`src/rtl/core/fkct_pkg.sv`:
```
// ----------------------------------------------------------------------------
// FM key code transposer package
// Shared types, register indexes, address constants and note tables.
// ----------------------------------------------------------------------------
package fkct_pkg;

   localparam int DefaultChannels = 8;
   localparam int MaxChannels     = 8;

   localparam int CsrIndexW = 2;
   localparam int CsrDataW  = 8;

   typedef enum logic [CsrIndexW-1:0] {
      CsrShiftOctaves       = 2'd0,
      CsrShiftSemitones     = 2'd1,
      CsrShiftFractionSteps = 2'd2
   } csr_index_type;

   localparam logic [7:0] KeyCodeFirst = 8'h28;
   localparam logic [7:0] KeyCodeLast  = 8'h2F;
   localparam logic [7:0] KeyFracFirst = 8'h30;
   localparam logic [7:0] KeyFracLast  = 8'h37;

   localparam logic [7:0] FracTop   = 8'hFC;
   localparam logic [3:0] NoteTop   = 4'hF;
   localparam logic [2:0] OctaveTop = 3'd7;
   // Highest linear semitone position: octave 7, note E.
   localparam logic [7:0] PosTop    = 8'd95;

   typedef struct packed {
      logic signed [4:0] octaves;
      logic signed [4:0] semitones;
      logic signed [7:0] fraction_steps;
   } shift_type;

   typedef struct packed {
      logic [7:0] code;
      logic [7:0] fraction;
   } key_type;

   typedef struct packed {
      logic hit;
      logic is_code;
   } access_type;

   // Semitone index of a note when it steps up; an unused code acts as the note below it.
   function automatic logic [3:0] index_up(input logic [3:0] note);
      logic [3:0] triple;
      triple = {1'b0, note[3:2], 1'b0} + {2'b00, note[3:2]};
      if (note[1:0] == 2'd3) begin
         return triple + 4'd2;
      end else begin
         return triple + {2'b00, note[1:0]};
      end
   endfunction

   // Semitone index of a note when it steps down; an unused code acts as the note above it.
   function automatic logic [3:0] index_down(input logic [3:0] note);
      logic [3:0] triple;
      triple = {1'b0, note[3:2], 1'b0} + {2'b00, note[3:2]};
      if (note[1:0] == 2'd3) begin
         return triple + 4'd3;
      end else begin
         return triple + {2'b00, note[1:0]};
      end
   endfunction

   function automatic logic [3:0] note_of_index(input logic [3:0] index);
      logic [3:0] note;
      case (index)
         4'd0:    note = 4'h0;
         4'd1:    note = 4'h1;
         4'd2:    note = 4'h2;
         4'd3:    note = 4'h4;
         4'd4:    note = 4'h5;
         4'd5:    note = 4'h6;
         4'd6:    note = 4'h8;
         4'd7:    note = 4'h9;
         4'd8:    note = 4'hA;
         4'd9:    note = 4'hC;
         4'd10:   note = 4'hD;
         4'd11:   note = 4'hE;
         default: note = 4'h0;
      endcase
      return note;
   endfunction

endpackage

```
`src/rtl/core/fm_key_code_transposer_unit.sv`:
```
// ----------------------------------------------------------------------------
// FM key code transposer unit
// Transposes key code and key fraction writes of an FM register stream.
// ----------------------------------------------------------------------------
// Each transaction is one chip register write. Writes to the key code
// registers 0x28-0x2F and key fraction registers 0x30-0x37 update the
// channel's stored pair, and the unit returns the stored pitch lowered by the
// programmed octave, semitone and 1/64 semitone shift, clipped at both ends.
// All other writes pass through unchanged. The unit takes one transaction per
// cycle unless the result register is stalled; one pass of transposition
// logic sits between the input register and the result register, and the
// store is written as the result register loads, so back-to-back writes to
// one channel see each other. The user must write the shift registers only
// while no transaction is in flight; the unit does not enforce this.
module fm_key_code_transposer_unit #(
   parameter int CHANNELS = fkct_pkg::DefaultChannels
) (
   input  logic                           clock,
   input  logic                           reset,
   input  logic                           req_valid,
   output logic                           req_ready,
   input  logic [7:0]                     req_reg_address,
   input  logic [7:0]                     req_write_data,
   output logic                           rsp_valid,
   input  logic                           rsp_ready,
   output logic [7:0]                     rsp_out_address,
   output logic [7:0]                     rsp_out_data,
   output logic                           rsp_was_rewritten,
   input  logic                           csr_write_enable,
   input  logic [fkct_pkg::CsrIndexW-1:0] csr_index,
   input  logic [fkct_pkg::CsrDataW-1:0]  csr_write_data
);

   fkct_pkg::shift_type  shift_ff;
   fkct_pkg::shift_type  shift_in;
   logic                 s1_valid_ff;
   logic                 s1_valid_in;
   logic [7:0]           s1_addr_ff;
   logic [7:0]           s1_addr_in;
   logic [7:0]           s1_data_ff;
   logic [7:0]           s1_data_in;
   logic                 rsp_valid_ff;
   logic                 rsp_valid_in;
   logic [7:0]           rsp_addr_ff;
   logic [7:0]           rsp_addr_in;
   logic [7:0]           rsp_data_ff;
   logic [7:0]           rsp_data_in;
   logic                 rsp_rew_ff;
   logic                 rsp_rew_in;
   logic                 s1_move;
   logic                 req_fire;
   fkct_pkg::access_type access;
   fkct_pkg::key_type    key;
   fkct_pkg::key_type    result;

   always_comb begin
      shift_in = shift_ff;
      if (csr_write_enable) begin
         unique case (csr_index)
            fkct_pkg::CsrShiftOctaves:       shift_in.octaves        = csr_write_data[4:0];
            fkct_pkg::CsrShiftSemitones:     shift_in.semitones      = csr_write_data[4:0];
            fkct_pkg::CsrShiftFractionSteps: shift_in.fraction_steps = csr_write_data;
            default: ;
         endcase
      end
   end

   assign s1_move   = s1_valid_ff && (!rsp_valid_ff || rsp_ready);
   assign req_ready = !s1_valid_ff || s1_move;
   assign req_fire  = req_valid && req_ready;

   fkct_channel_store #(
      .CHANNELS (CHANNELS)
   ) u_store (
      .clock       (clock),
      .reset       (reset),
      .reg_address (s1_addr_ff),
      .write_data  (s1_data_ff),
      .commit      (s1_move),
      .access      (access),
      .key         (key)
   );

   fkct_transpose u_transpose (
      .key    (key),
      .shift  (shift_ff),
      .result (result)
   );

   always_comb begin
      s1_valid_in  = req_fire ? 1'b1 : (s1_move ? 1'b0 : s1_valid_ff);
      s1_addr_in   = req_fire ? req_reg_address : s1_addr_ff;
      s1_data_in   = req_fire ? req_write_data : s1_data_ff;
      rsp_valid_in = s1_move ? 1'b1 : (rsp_ready ? 1'b0 : rsp_valid_ff);
      rsp_addr_in  = rsp_addr_ff;
      rsp_data_in  = rsp_data_ff;
      rsp_rew_in   = rsp_rew_ff;
      if (s1_move) begin
         rsp_addr_in = s1_addr_ff;
         rsp_rew_in  = access.hit;
         if (!access.hit) begin
            rsp_data_in = s1_data_ff;
         end else if (access.is_code) begin
            rsp_data_in = result.code;
         end else begin
            rsp_data_in = result.fraction;
         end
      end
   end

   always_ff @(posedge clock) begin
      if (reset) begin
         shift_ff     <= '0;
         s1_valid_ff  <= 1'b0;
         rsp_valid_ff <= 1'b0;
      end else begin
         shift_ff     <= shift_in;
         s1_valid_ff  <= s1_valid_in;
         rsp_valid_ff <= rsp_valid_in;
      end
   end

   always_ff @(posedge clock) begin
      s1_addr_ff  <= s1_addr_in;
      s1_data_ff  <= s1_data_in;
      rsp_addr_ff <= rsp_addr_in;
      rsp_data_ff <= rsp_data_in;
      rsp_rew_ff  <= rsp_rew_in;
   end

   assign rsp_valid         = rsp_valid_ff;
   assign rsp_out_address   = rsp_addr_ff;
   assign rsp_out_data      = rsp_data_ff;
   assign rsp_was_rewritten = rsp_rew_ff;

endmodule

```
`src/rtl/core/fkct_channel_store.sv`:
```
// ----------------------------------------------------------------------------
// FM key code transposer channel store
// Decodes key register writes and keeps the per-channel key code and fraction.
// ----------------------------------------------------------------------------
module fkct_channel_store #(
   parameter int CHANNELS = fkct_pkg::DefaultChannels
) (
   input  logic                   clock,
   input  logic                   reset,
   input  logic [7:0]             reg_address,
   input  logic [7:0]             write_data,
   input  logic                   commit,
   output fkct_pkg::access_type   access,
   output fkct_pkg::key_type      key
);

   localparam int ChIdxW = (CHANNELS > 1) ? $clog2(CHANNELS) : 1;

   logic [7:0]        code_ff [CHANNELS];
   logic [7:0]        code_in [CHANNELS];
   logic [7:0]        frac_ff [CHANNELS];
   logic [7:0]        frac_in [CHANNELS];
   logic [2:0]        channel;
   logic [ChIdxW-1:0] ch_idx;
   logic              in_range;

   assign channel  = reg_address[2:0];
   assign ch_idx   = channel[ChIdxW-1:0];
   assign in_range = (reg_address >= fkct_pkg::KeyCodeFirst) &&
                     (reg_address <= fkct_pkg::KeyFracLast);

   assign access.is_code = reg_address <= fkct_pkg::KeyCodeLast;
   assign access.hit     = in_range && ({1'b0, channel} < 4'(CHANNELS));

   assign key.code     = access.is_code ? write_data : code_ff[ch_idx];
   assign key.fraction = access.is_code ? frac_ff[ch_idx] : write_data;

   always_comb begin
      code_in = code_ff;
      frac_in = frac_ff;
      if (commit && access.hit) begin
         if (access.is_code) begin
            code_in[ch_idx] = write_data;
         end else begin
            frac_in[ch_idx] = write_data;
         end
      end
   end

   always_ff @(posedge clock) begin
      if (reset) begin
         for (int i = 0; i < CHANNELS; i++) begin
            code_ff[i] <= '0;
            frac_ff[i] <= '0;
         end
      end else begin
         code_ff <= code_in;
         frac_ff <= frac_in;
      end
   end

endmodule

```
`src/rtl/core/fkct_transpose.sv`:
```
// ----------------------------------------------------------------------------
// FM key code transposer pitch shift
// Shifts a key code and fraction by octaves, semitones and fraction steps.
// ----------------------------------------------------------------------------
module fkct_transpose (
   input  fkct_pkg::key_type   key,
   input  fkct_pkg::shift_type shift,
   output fkct_pkg::key_type   result
);

   logic [6:0]  oct_raw;
   logic        oct_top;
   logic        oct_bottom;
   logic        oct_ok;
   logic [2:0]  oct;
   logic [3:0]  note;
   logic [6:0]  base;
   logic [6:0]  p_up0;
   logic [6:0]  p_dn0;

   logic        semi_up;
   logic        semi_dn;
   logic [4:0]  semi_n;
   logic        semi_moved;
   logic [7:0]  p_s_up;
   logic [7:0]  p_s_dn;
   logic        clip_top_s;
   logic        clip_bot_s;
   logic        clip_s;
   logic [6:0]  semi_pos;
   logic [6:0]  cur_up;
   logic [6:0]  cur_dn;

   logic        frac_up_dir;
   logic        frac_dn_dir;
   logic [7:0]  frac_m;
   logic [5:0]  q0;
   logic [7:0]  gap;
   logic [5:0]  k0;
   logic        wrap_dn;
   logic        wrap_up;
   logic [7:0]  rem_dn;
   logic [7:0]  rem_up;
   logic [1:0]  fsteps;
   logic [7:0]  frac_new;
   logic [7:0]  p_f;
   logic        clip_top_f;
   logic        clip_bot_f;

   logic [13:0] prod;
   logic [2:0]  oct_e;
   logic [6:0]  idx_wide;
   logic [3:0]  note_e;
   logic        clip_top;
   logic        clip_bottom;

   assign oct_raw    = {3'b000, key.code[7:4]} - {{2{shift.octaves[4]}}, shift.octaves};
   assign oct_bottom = oct_raw[6];
   assign oct_top    = !oct_raw[6] && (oct_raw[5:3] != 3'b000);
   assign oct_ok     = !oct_top && !oct_bottom;
   assign oct        = oct_raw[2:0];
   assign note       = key.code[3:0];
   assign base       = {1'b0, oct, 3'b000} + {2'b00, oct, 2'b00};
   assign p_up0      = base + {3'b000, fkct_pkg::index_up(note)};
   assign p_dn0      = base + {3'b000, fkct_pkg::index_down(note)};

   assign semi_up    = shift.semitones[4];
   assign semi_dn    = !shift.semitones[4] && (shift.semitones != 5'sd0);
   assign semi_n     = semi_up ? (5'd0 - shift.semitones) : shift.semitones;
   assign semi_moved = semi_n != 5'd0;
   assign p_s_up     = {1'b0, p_up0} + {3'b000, semi_n};
   assign p_s_dn     = {1'b0, p_dn0} - {3'b000, semi_n};
   assign clip_top_s = semi_up && (p_s_up > fkct_pkg::PosTop);
   assign clip_bot_s = semi_dn && p_s_dn[7];
   assign clip_s     = clip_top_s || clip_bot_s;
   assign semi_pos   = semi_up ? p_s_up[6:0] : p_s_dn[6:0];
   assign cur_up     = semi_moved ? semi_pos : p_up0;
   assign cur_dn     = semi_moved ? semi_pos : p_dn0;

   assign frac_up_dir = shift.fraction_steps[7];
   assign frac_dn_dir = !shift.fraction_steps[7] && (shift.fraction_steps != 8'sd0);
   assign frac_m      = frac_up_dir ? (8'd0 - shift.fraction_steps) : shift.fraction_steps;
   assign q0          = key.fraction[7:2];
   assign gap         = fkct_pkg::FracTop - key.fraction;
   assign k0          = (key.fraction > fkct_pkg::FracTop) ? 6'd0 : gap[7:2];
   assign wrap_dn     = frac_m > {2'b00, q0};
   assign wrap_up     = frac_m > {2'b00, k0};
   assign rem_dn      = frac_m - {2'b00, q0} - 8'd1;
   assign rem_up      = frac_m - {2'b00, k0} - 8'd1;

   always_comb begin
      fsteps     = 2'd0;
      frac_new   = key.fraction;
      p_f        = {1'b0, cur_up};
      clip_top_f = 1'b0;
      clip_bot_f = 1'b0;
      if (frac_dn_dir) begin
         if (wrap_dn) begin
            fsteps   = 2'd1 + {1'b0, rem_dn[6]};
            frac_new = fkct_pkg::FracTop - {rem_dn[5:0], 2'b00};
         end else begin
            frac_new = key.fraction - {frac_m[5:0], 2'b00};
         end
         p_f        = {1'b0, cur_dn} - {6'd0, fsteps};
         clip_bot_f = p_f[7];
      end else if (frac_up_dir) begin
         if (wrap_up) begin
            fsteps   = 2'd1 + {1'b0, rem_up[6]};
            frac_new = {rem_up[5:0], 2'b00};
         end else begin
            frac_new = key.fraction + {frac_m[5:0], 2'b00};
         end
         p_f        = {1'b0, cur_up} + {6'd0, fsteps};
         clip_top_f = p_f > fkct_pkg::PosTop;
      end
   end

   // Position to octave by a reciprocal multiply, exact over the valid positions.
   assign prod     = {7'd0, p_f[6:0]} * 14'd43;
   assign oct_e    = prod[11:9];
   assign idx_wide = p_f[6:0] - ({1'b0, oct_e, 3'b000} + {2'b00, oct_e, 2'b00});
   assign note_e   = fkct_pkg::note_of_index(idx_wide[3:0]);

   assign clip_top    = oct_top || (oct_ok && (clip_top_s || (!clip_s && clip_top_f)));
   assign clip_bottom = oct_bottom || (oct_ok && (clip_bot_s || (!clip_s && clip_bot_f)));

   always_comb begin
      if (clip_top) begin
         result.code     = {1'b0, fkct_pkg::OctaveTop, fkct_pkg::NoteTop};
         result.fraction = fkct_pkg::FracTop;
      end else if (clip_bottom) begin
         result.code     = 8'h00;
         result.fraction = 8'h00;
      end else if (semi_moved || (fsteps != 2'd0)) begin
         result.code     = {1'b0, oct_e, note_e};
         result.fraction = frac_new;
      end else begin
         result.code     = {1'b0, oct, note};
         result.fraction = frac_new;
      end
   end

endmodule

```
`config.mk`:
```
export PLATFORM = sky130hd
export DESIGN_NAME = fm_key_code_transposer_unit
export DESIGN_NICKNAME = d
export VERILOG_FILES = /design/src/rtl/core/fkct_pkg.sv /design/src/rtl/core/fm_key_code_transposer_unit.sv /design/src/rtl/core/fkct_channel_store.sv /design/src/rtl/core/fkct_transpose.sv
export SDC_FILE = /design/constraint.sdc
export NUM_CORES = 1
export LEC_CHECK = 0
export CAP_MARGIN = 30
export CORE_ASPECT_RATIO = 1.2
export CORE_MARGIN = 10
export CORE_UTILIZATION = 59
export CTS_CLUSTER_SIZE = 12
export DETAILED_ROUTE_END_ITERATION = 7
export DONT_BUFFER_PORTS = 1
export PLACE_DENSITY = 0.78
export SYNTH_ARGS = -nofsm -noshare
export SYNTH_HDL_FRONTEND = slang
export SYNTH_SLANG_ARGS = --single-unit
```
`constraint.sdc`:
```
create_clock -name clock -period 10.15 [get_ports clock]
set_clock_uncertainty 0.1 [all_clocks]
set_input_delay 1.015 -clock clock [delete_from_list [all_inputs] [get_ports clock]]
set_output_delay 1.015 -clock clock [all_outputs]
set_load 0.005 [all_outputs]
```
# After elaboration in Yosys (flattened, before gate mapping)
# Memories as Yosys holds them, arrays and structs flattened.
# Cells that the tools add are included.
[classes] n_addsub=26 mul=1 n_lt_le_gt_ge=10 n_eq_ne=3 mux=45 bitwise=2 n_reduce_logical=43
[ops] cell="bitwise mux 64 bit" n=2
[ops] cell="2-to-1 mux 8 bit" n=14
[ops] cell="binary-select mux 8 bit (select 3 bit)" n=2
[ops] cell="2-to-1 mux 7 bit" n=5
[ops] cell="2-to-1 mux 16 bit" n=2
[ops] cell="demux 8 bit (select 3 bit)" n=1
[ops] cell="> comparator 8 x 6 -> 1 bit" n=2
[ops] cell="> comparator 8 x 7 -> 1 bit (second input constant)" n=2
[ops] cell="<= comparator 8 x 6 -> 1 bit (second input constant)" n=2
[ops] cell="subtractor 8 bit (first input constant)" n=2
[ops] cell="logical AND 1 bit" n=15
[ops] cell="2-to-1 mux 15 bit" n=1
[ops] cell="adder 7 x 4 -> 7 bit" n=2
[ops] cell="2-to-1 mux 2 bit" n=7
[ops] cell="subtractor 7 x 1 -> 7 bit (second input constant)" n=2
[ops] cell="subtractor 7 x 6 -> 7 bit" n=2
[ops] cell="multiplier 7 x 6 -> 12 bit (second input constant)" n=1
[ops] cell="AND reduction 2 bit" n=5
[ops] cell="nonzero test 5 bit" n=2
[ops] cell="adder 4 x 2 -> 4 bit (second input constant)" n=2
[ops] cell="adder 7 x 2 -> 8 bit" n=1
[ops] cell="adder 7 x 5 -> 8 bit" n=1
[ops] cell="adder 8 bit" n=1
[ops] cell="greater-or-equal comparator 8 x 6 -> 1 bit (second input constant)" n=1
[ops] cell="other kinds (29)" n=53
[word_totals] ff_bits=181 romBits=64 input_bits=31 output_inout_bits=19 word_cells=157 memories=1
[memory_table] memory="(name not given)" depth=16 word_bits=4 rd=1 rd_clocked_by_memory_dff=0 wr=0 line_no="fkct_pkg.sv:70" rtl="case (index)"

# Logic depth before layout (Yosys ltp)
# Gate-level depths: netlist of run 1.
# An unclocked memory read counts as a cell.
[depth] ltp_word=25 mapped_depth=52 mapped_depth_nobuf=48

# Modules after synthesis
# Synthesis of run 1 repeated with hierarchy kept, for this count alone.
[hier_totals] cells_unflattened=1411 hier_area_um2=12648.4
[modules_own_cells] mod="fkct_channel_store" instances=1 cells_per_inst=633 area_per_inst_um2=6035.8 seq_area_each_um2=2562.5
[modules_own_cells] mod="fkct_transpose" instances=1 cells_per_inst=638 area_per_inst_um2=4600.7 seq_area_each_um2=0.0
[modules_own_cells] mod="fm_key_code_transposer_unit" instances=1 cells_per_inst=140 area_per_inst_um2=2011.9 seq_area_each_um2=1391.3

# Worst setup path after synthesis of run 1
# OpenSTA, ideal clock, no wires.
[synth_timing] path_type="flip-flop to flip-flop" start="register s1_addr_ff[1]" end="register rsp_data_ff[2] (netlist: rsp_out_data[2]), data pin" setup_time_ns=0.255 t_arrival_ns=10.811 required_ns=9.795 slack_ns=-1.016 path_stages_with_launch=50 period_less_slack_ns=11.166 path_cell_list="edfxtp_1 -> clkbuf_1 -> buf_2 -> buf_1 -> clkbuf_1 -> mux4_2 -> mux2i_1 -> nor2_1 -> a21oi_1 -> inv_1 -> ha_1 -> xor2_1 -> ha_1 -> nor2_1 -> a31oi_1 -> xor2_1 -> ha_1 -> fa_1 -> (+14 left out) -> fa_1 -> inv_1 -> ha_1 -> o2111ai_1 -> a21oi_1 -> a211oi_1 -> xnor2_1 -> ha_1 -> nor2b_1 -> mux2i_1 -> o2bb2ai_1 -> a211oi_1 -> clkbuf_1 -> nor2_1 -> mux2_2 -> a211oi_1 -> o211ai_1 -> o21a_1"
[synth_between] elab_chain_len=25 word_cells_on_any_way=91
[synth_rtl] item="start: declaration" line_no="fm_key_code_transposer_unit.sv:38" rtl="logic [7:0] s1_addr_ff;"
[synth_rtl] item="start signal: assignment" line_no="fm_key_code_transposer_unit.sv:124" rtl="s1_addr_ff <= s1_addr_in;"
[synth_rtl] item="branches (longest 24 deep; another with multiplier 7 x 6 -> 12 bit)"
[synth_rtl] item="2-to-1 mux 8 bit *" line_no="fm_key_code_transposer_unit.sv:101" rtl="if (!access.hit) begin"
[synth_rtl] item="end signal: assignment" line_no="fm_key_code_transposer_unit.sv:127" rtl="rsp_data_ff <= rsp_data_in;"
[synth_rtl] item="end: declaration" line_no="fm_key_code_transposer_unit.sv:46" rtl="logic [7:0] rsp_data_ff;"
# Mark *: on every way between the ends. The select of a mux whose other input is x is not followed.
# A chain may end at the register's enable or synchronous reset.

# Worst setup path after layout of run 1
[layout_timing] start="register s1_addr_ff[1]" end="register rsp_data_ff[3] (netlist: rsp_out_data[3]), data pin"
# Same word-level chain as after synthesis.

==> results of run 1 <==
-- worst paths after layout --
path / startpoint / end / slack (ns) / depth (start not counted)
min reg2reg: u_store.frac_ff[46] / u_store.frac_ff[46] / 0.39 / 2
min: u_store.frac_ff[46] / u_store.frac_ff[46] / 0.39 / 2
max reg2reg: s1_addr_ff[1] / rsp_out_data[3] / 0.33 / 44
max: s1_addr_ff[1] / rsp_out_data[3] / 0.33 / 44
-- worst max-delay path: cells and delay by family, from the launching register on --
family | cells | cell delay, ns
AO/OA/AOI/OAI | 15 | 2.81
XOR/XNOR | 7 | 0.85
adder cells (fa/ha/maj) | 10 | 3.27
buffers and inverters | 7 | 0.99
flip-flops | 1 | 0.50
multiplexers | 2 | 0.49
AND/OR/NAND/NOR | 3 | 0.56
-- metal layers --
metal	wire length, µm	global-route usage [%]
met5	0	0
met4	1798	13.68
met3	1802	3.456
met2	17320	42.72
met1	13500	27.67
-- flip-flops by register name, indices dropped and copies added (netlist names) --
signal	count
u_store.frac_ff	64
u_store.code_ff	64
rsp_out_address	8
shift_ff	18
s1_valid_ff	1
s1_addr_ff	8
rsp_valid	1
rsp_was_rewritten	1
rsp_out_data	8
s1_data_ff	8
-- Yosys cell counts, types with 20 or more instances --
cell type	number
a211oi_1	21
a21o_1	23
a21oi_1	56
clkbuf_1	62
dfxtp_1	148
edfxtp_1	33
ha_1	89
inv_1	83
mux2i_1	173
nand2_1	72
nor2_1	237
nor2b_1	20
o21ai_0	55
xnor2_1	31
xor2_1	20
-- kinds of logic after synthesis --
kind of cell	synth area share [%]
and+or+nand+nor	15.99
AOI/OAI and AO/OA	14.32
muxes	17.15
DFF	31.74
buffers and inverters	5.353
adders and majority gates	11.67
xor gates and xnor gates	3.776
-- power by group through the flow --
stage / logic, W / registers (W) / clock network [W]
after floorplan: 0.00164 / 0.000765 / 0
after global placement: 0.00199 / 0.000772 / 0
after detailed placement: 0.00205 / 0.000773 / 0
after CTS: 0.00207 / 0.000756 / 0.000694
after global routing: 0.00270 / 0.000757 / 0.000724
final: 0.00240 / 0.000756 / 0.000688
-- area by class of cell --
type	instances	share of cell area, %
multi-input cells	1065	57.50
flip-flops and latches	181	28.10
repair buffers	80	5.130
clock buffers	18	3.201
well taps	270	2.401
inverters	86	2.294
clock inverters	14	1.343
diodes	2	0.03557
-- metrics by stage --
stage | util [%] | worst slack (ns)
finish | 67.33 | 0.3266
global route | 67.33 | -0.1937
CTS | 65.11 | 0.02849
detailed placement | 62.00 | -0.1236
global placement | 61.61 | 0.2588
floorplan | - | 0.001537
-- what timing repair did --
action | 4_1_cts | 5_1_grt
pin swaps | 0 | 22
gates cloned | 0 | 2
resized for setup | 4 | 58
buffers inserted | 0 | 24
setup endpoints to repair | 4 | 5
==> impl_metrics.json, run 1 <==
{
  "worstSetupPathType": "flip-flop to flip-flop",
  "relSlewSlack_pct": 27.37,
  "start_util_pct": 59.61,
  "cellInternalPower_w": 0.002183,
  "setup_viol": 0,
  "slowest_delay_ns": 0.61,
  "ys_seq_area_share_pct": 31.74,
  "gr-usage-all-layers_pct": 24.20,
  "end_kind": "flip-flop",
  "synth_top_area_cell": "dfxtp_1",
  "instances_no_fill": 1716,
  "rows": 58,
  "htreeDepth": 4,
  "cts_buffer_depth": 2,
  "ys_warn_count": 0,
  "grt_pass1_wl_um": 54300,
  "worstPathArrival_ns": 9.90,
  "synthFlopType": "dfxtp_1",
  "dp_hpwl_um": 24530,
  "via_count": 10530,
  "nNetsFinal": 1568,
  "vias_per_cell": 6.139,
  "fmax_mhz": 101.8,
  "numPortBuffers": 0,
  "pwr-share-seq_pct": 19.6,
  "avgSynthCellArea_um2": 8.817,
  "power_switching_w": 0.001663,
  "drcViolationCount": 0,
  "ant_nets": 0,
  "clock_sinks": 181,
  "ys_seq_elements": 181,
  "yosys.area.top_type_share_pct": 23.78,
  "finalSetupTns_ns": 0,
  "synth_edf_count": 33,
  "drv_slew": 0,
  "ios": 50,
  "maxCapViolations": 0,
  "clk_latency_ns": 0.43,
  "syn_nets": 1550,
  "multiInputGateArea_um2": 8092,
  "period_needed_ns": 9.823,
  "num-fill-cells": 1638,
  "cts_buffers": 17,
  "status": "complete, no violations",
  "seq_area_um2": 3954,
  "grt_remaining_overflow": 0,
  "gp_congestion": 1.005,
  "routed_wl_um": 34410,
  "hold_buffers": 0,
  "grt_max_degree": 149,
  "synth.area.top_cells": "dfxtp_1 24%, mux2i_1 14%, ha_1 8.9%",
  "drtIter0Drc": 1160,
  "dp_cells": 1655,
  "ys_async_sr_fraction_pct": 0,
  "die_area_um2": 27350,
  "die_x_um": 152.7,
  "pwr-share-clk_pct": 17.9,
  "hold_viol_final": 0,
  "area_delta_synth_final_pct": 12.96,
  "drive_above_1_share_pct": 14.61,
  "hold_class": "flip-flop to flip-flop",
  "slowest_stage": "fa_2",
  "wl_per_cell_um": 20.05,
  "cts_tree": "yes",
  "placed_area_um2": 12960,
  "p_total_w": 0.003847,
  "yosys.cell_types.count": 82,
  "min_period_over_period_pct": 96.78,
  "syn-cell-area_um2": 12460,
  "fp.dieH_um": 179.2,
  "worst_pin_slew_ns": 1.085,
  "first_pass_iters": 6,
  "cellPowerDensity_nw_per_um2": 273.4,
  "final_area_um2": 14070,
  "critPathMaxFanout": 22,
  "p_leak_nw": 5.805,
  "layout.cells.most_common": "nor2_1",
  "cts_root_buffer": "clkbuf_16",
  "clkTransAtPathRegs_ns": 0.08,
  "grt_antenna_before_repair": 2,
  "layout_common_cells": "235 x nor2_1, 172 x mux2i_1, 148 x dfxtp_1",
  "p_comb_share_pct": 62.5,
  "fp.coreArea_um2": 20900,
  "whs_ns": 0.3950,
  "first_global_vias": 10320,
  "peakVddDrop_mv": 0.5423,
  "start_kind": "flip-flop",
  "swShare_pct": 43.24,
  "crit_required_ns": 10.23,
  "synth_cells": 1413
}
Power figures use the tool's default switching activity.
==> inputs of run 2 (changes only) <==
--- a/config.mk
+++ b/config.mk
@@ -8,11 +8,10 @@
 export CAP_MARGIN = 30
 export CORE_ASPECT_RATIO = 1.2
 export CORE_MARGIN = 10
-export CORE_UTILIZATION = 59
+export CORE_UTILIZATION = 30
 export CTS_CLUSTER_SIZE = 12
 export DETAILED_ROUTE_END_ITERATION = 7
 export DONT_BUFFER_PORTS = 1
-export PLACE_DENSITY = 0.78
 export SYNTH_ARGS = -nofsm -noshare
 export SYNTH_HDL_FRONTEND = slang
 export SYNTH_SLANG_ARGS = --single-unit
==> run 2 against run 1 <==
Core utilization fell by 32 points. Cell count up 16%. Worst setup slack improved by 0.094 ns. Clock power rose by 6.2%. Critical path depth shrank 1. Routed wire length grew 5.6%. Largest cell class unchanged.
==> impl_metrics.json, run 2 (synthesized netlist as in run 1, its figures left out) <==
{
  "status": "complete, no violations",
  "die_x_um": 206.0,
  "worstPathArrival_ns": 9.85,
  "cts_buffer_depth": 2,
  "crit_family": "compound AO/OA/AOI/OAI gates",
  "numPortBuffers": 0,
  "ant_nets": 0,
  "wl_per_cell_um": 18.22,
  "end_kind": "flip-flop",
  "timing.critical_path.mode_cell": "ha_1",
  "ios": 50,
  "first_pass_iters": 6,
  "p_total_w": 0.003887,
  "whs_ns": 0.3929,
  "hold_class": "flip-flop to flip-flop",
  "via_count": 10330,
  "grt_antenna_before_repair": 1,
  "grt_remaining_overflow": 0,
  "drcViolationCount": 0,
  "fp.coreArea_um2": 40940,
  "first_global_vias": 10180,
  "reg2reg_to": "rsp_out_data[2]",
  "reg.largest.list": "u_store.code_ff x64, u_store.frac_ff x64, shift_ff x18",
  "regToRegSetupSlack_ns": 0.42,
  "peakVddDrop_mv": 0.3646,
  "p_leak_nw": 5.852,
  "worst_pin_slew_ns": 0.9901,
  "clk_latency_ns": 0.45,
  "hold_depth": 2,
  "vias_per_cell": 5.179,
  "maxCapViolations": 0,
  "grt_max_degree": 149,
  "layout.cells.most_common": "nor2_1",
  "start_kind": "flip-flop",
  "min_period_over_period_pct": 95.85,
  "wl_met3_um": 1141,
  "area_delta_synth_final_pct": 15.81,
  "slowest_delay_ns": 0.55,
  "min_from": "u_store.code_ff[22]",
  "dp_hpwl_um": 27060,
  "cp.buffers_inverters": 7,
  "cts_buffers": 17,
  "cts_root_buffer": "clkbuf_16",
  "crit_required_ns": 10.27,
  "clkTransAtPathRegs_ns": 0.08,
  "slowest_stage": "fa_1",
  "setup_ws_ns": 0.4208,
  "met2_length_um": 18790,
  "fmax_mhz": 102.8,
  "wl_met1_um": 14830,
  "grt_pass1_wl_um": 56720,
  "relSlewSlack_pct": 33.85,
  "dp_cells": 1938,
  "critPathMaxFanout": 12,
  "drtIter0Drc": 806,
  "die_area_um2": 50110,
  "r2r_cells": 43,
  "hold_buffers": 0,
  "period_needed_ns": 9.729,
  "dr.max_layer_used": "met4",
  "worstSetupPathType": "flip-flop to flip-flop",
  "clock_sinks": 181,
  "start_util_pct": 30.43,
  "fp.dieH_um": 243.2,
  "finalSetupTns_ns": 0,
  "setup_viol": 0,
  "nNetsFinal": 1578,
  "drv_slew": 0,
  "hold_viol_final": 0,
  "dp_slack_ns": 0.1589,
  "timing.rr.start": "s1_addr_ff[0]",
  "instances_no_fill": 1994,
  "layout_common_cells": "235 x nor2_1, 172 x mux2i_1, 148 x dfxtp_1",
  "drive_above_1_share_pct": 14.58,
  "routed_wl_um": 36330,
  "gr-usage-all-layers_pct": 14.24,
  "gp_congestion": 0.9530,
  "rows": 81,
  "cts_tree": "yes",
  "cellPowerDensity_nw_per_um2": 269.4,
  "startpoint": "s1_addr_ff[0]",
  "htreeDepth": 4,
  "hold_end": "u_store.code_ff[22]"
}
## run 2: cell types whose count changed in the layout (fill, tap and decap cells not counted), sizes merged
| cell | change |
|---|---|
| buf | +9 |
| bufinv | +4 |
| clkinv | -4 |
| clkbuf | +1 |
| diode | -1 |
## run 2: layout make-up
cell class,instances,area [µm²]
antenna,1,2.502
clock buffer,18,429.2
clock inverter,14,212.7
fill,4152,26520
inverter,86,322.8
multi-input combinational,1065,8016
sequential,181,3954
tap,539,674.4
timing repair buffer,90,815.8
## run 2: what timing repair did
item | in CTS | in global routing
setup endpoints to repair | 0 | 4
endpoints found under the hold margin | 0 | 0
gates resized for setup | 0 | 49
setup buffers | 0 | 20
## run 2: worst min-delay path, delay by kind of cell (launching register included)
| kind | cells | cell delay (ns) |
|---|---|---|
| AND/OR/NAND/NOR | 1 | 0.07 |
| flip-flops | 1 | 0.32 |
| multiplexers | 1 | 0.06 |
## run 2: per-stage QoR
step	cell area, µm²	util (%)
3_5_place_dp	13410	32.74
4_1_cts	14050	34.31
5_1_grt	14430	35.24
3_3_place_gp	13290	32.45
6_report	14430	35.24
2_1_floorplan	12490	-
## run 2: how the worst max path moves through the flow
stage | slack [ns] | depth (start not counted) | endpoint
2_1_floorplan | 0.002 | 47 | rsp_out_data[2]
3_3_place_gp | 0.31 | 42 | rsp_out_data[2]
3_5_place_dp | 0.16 | 42 | rsp_out_data[2]
4_1_cts | 0.15 | 42 | rsp_out_data[2]
5_1_grt | -0.02 | 43 | rsp_out_data[2]
6_report | 0.42 | 43 | rsp_out_data[2]
## run 2: power by group
part,internal (W),switching (W),leakage (nW)
clock,0.000421,0.000310,0.313
sequential,0.000744,0.0000144,1.51
combinational,0.00110,0.00129,4.03
total,0.00227,0.00162,5.85
## run 2: per-layer routing
metal	GRT usage, %	vias to the layer above
met4	7.049	0
met1	16.14	4970
met2	25.51	241
li1	-	5029
met5	0	-
met3	1.826	86
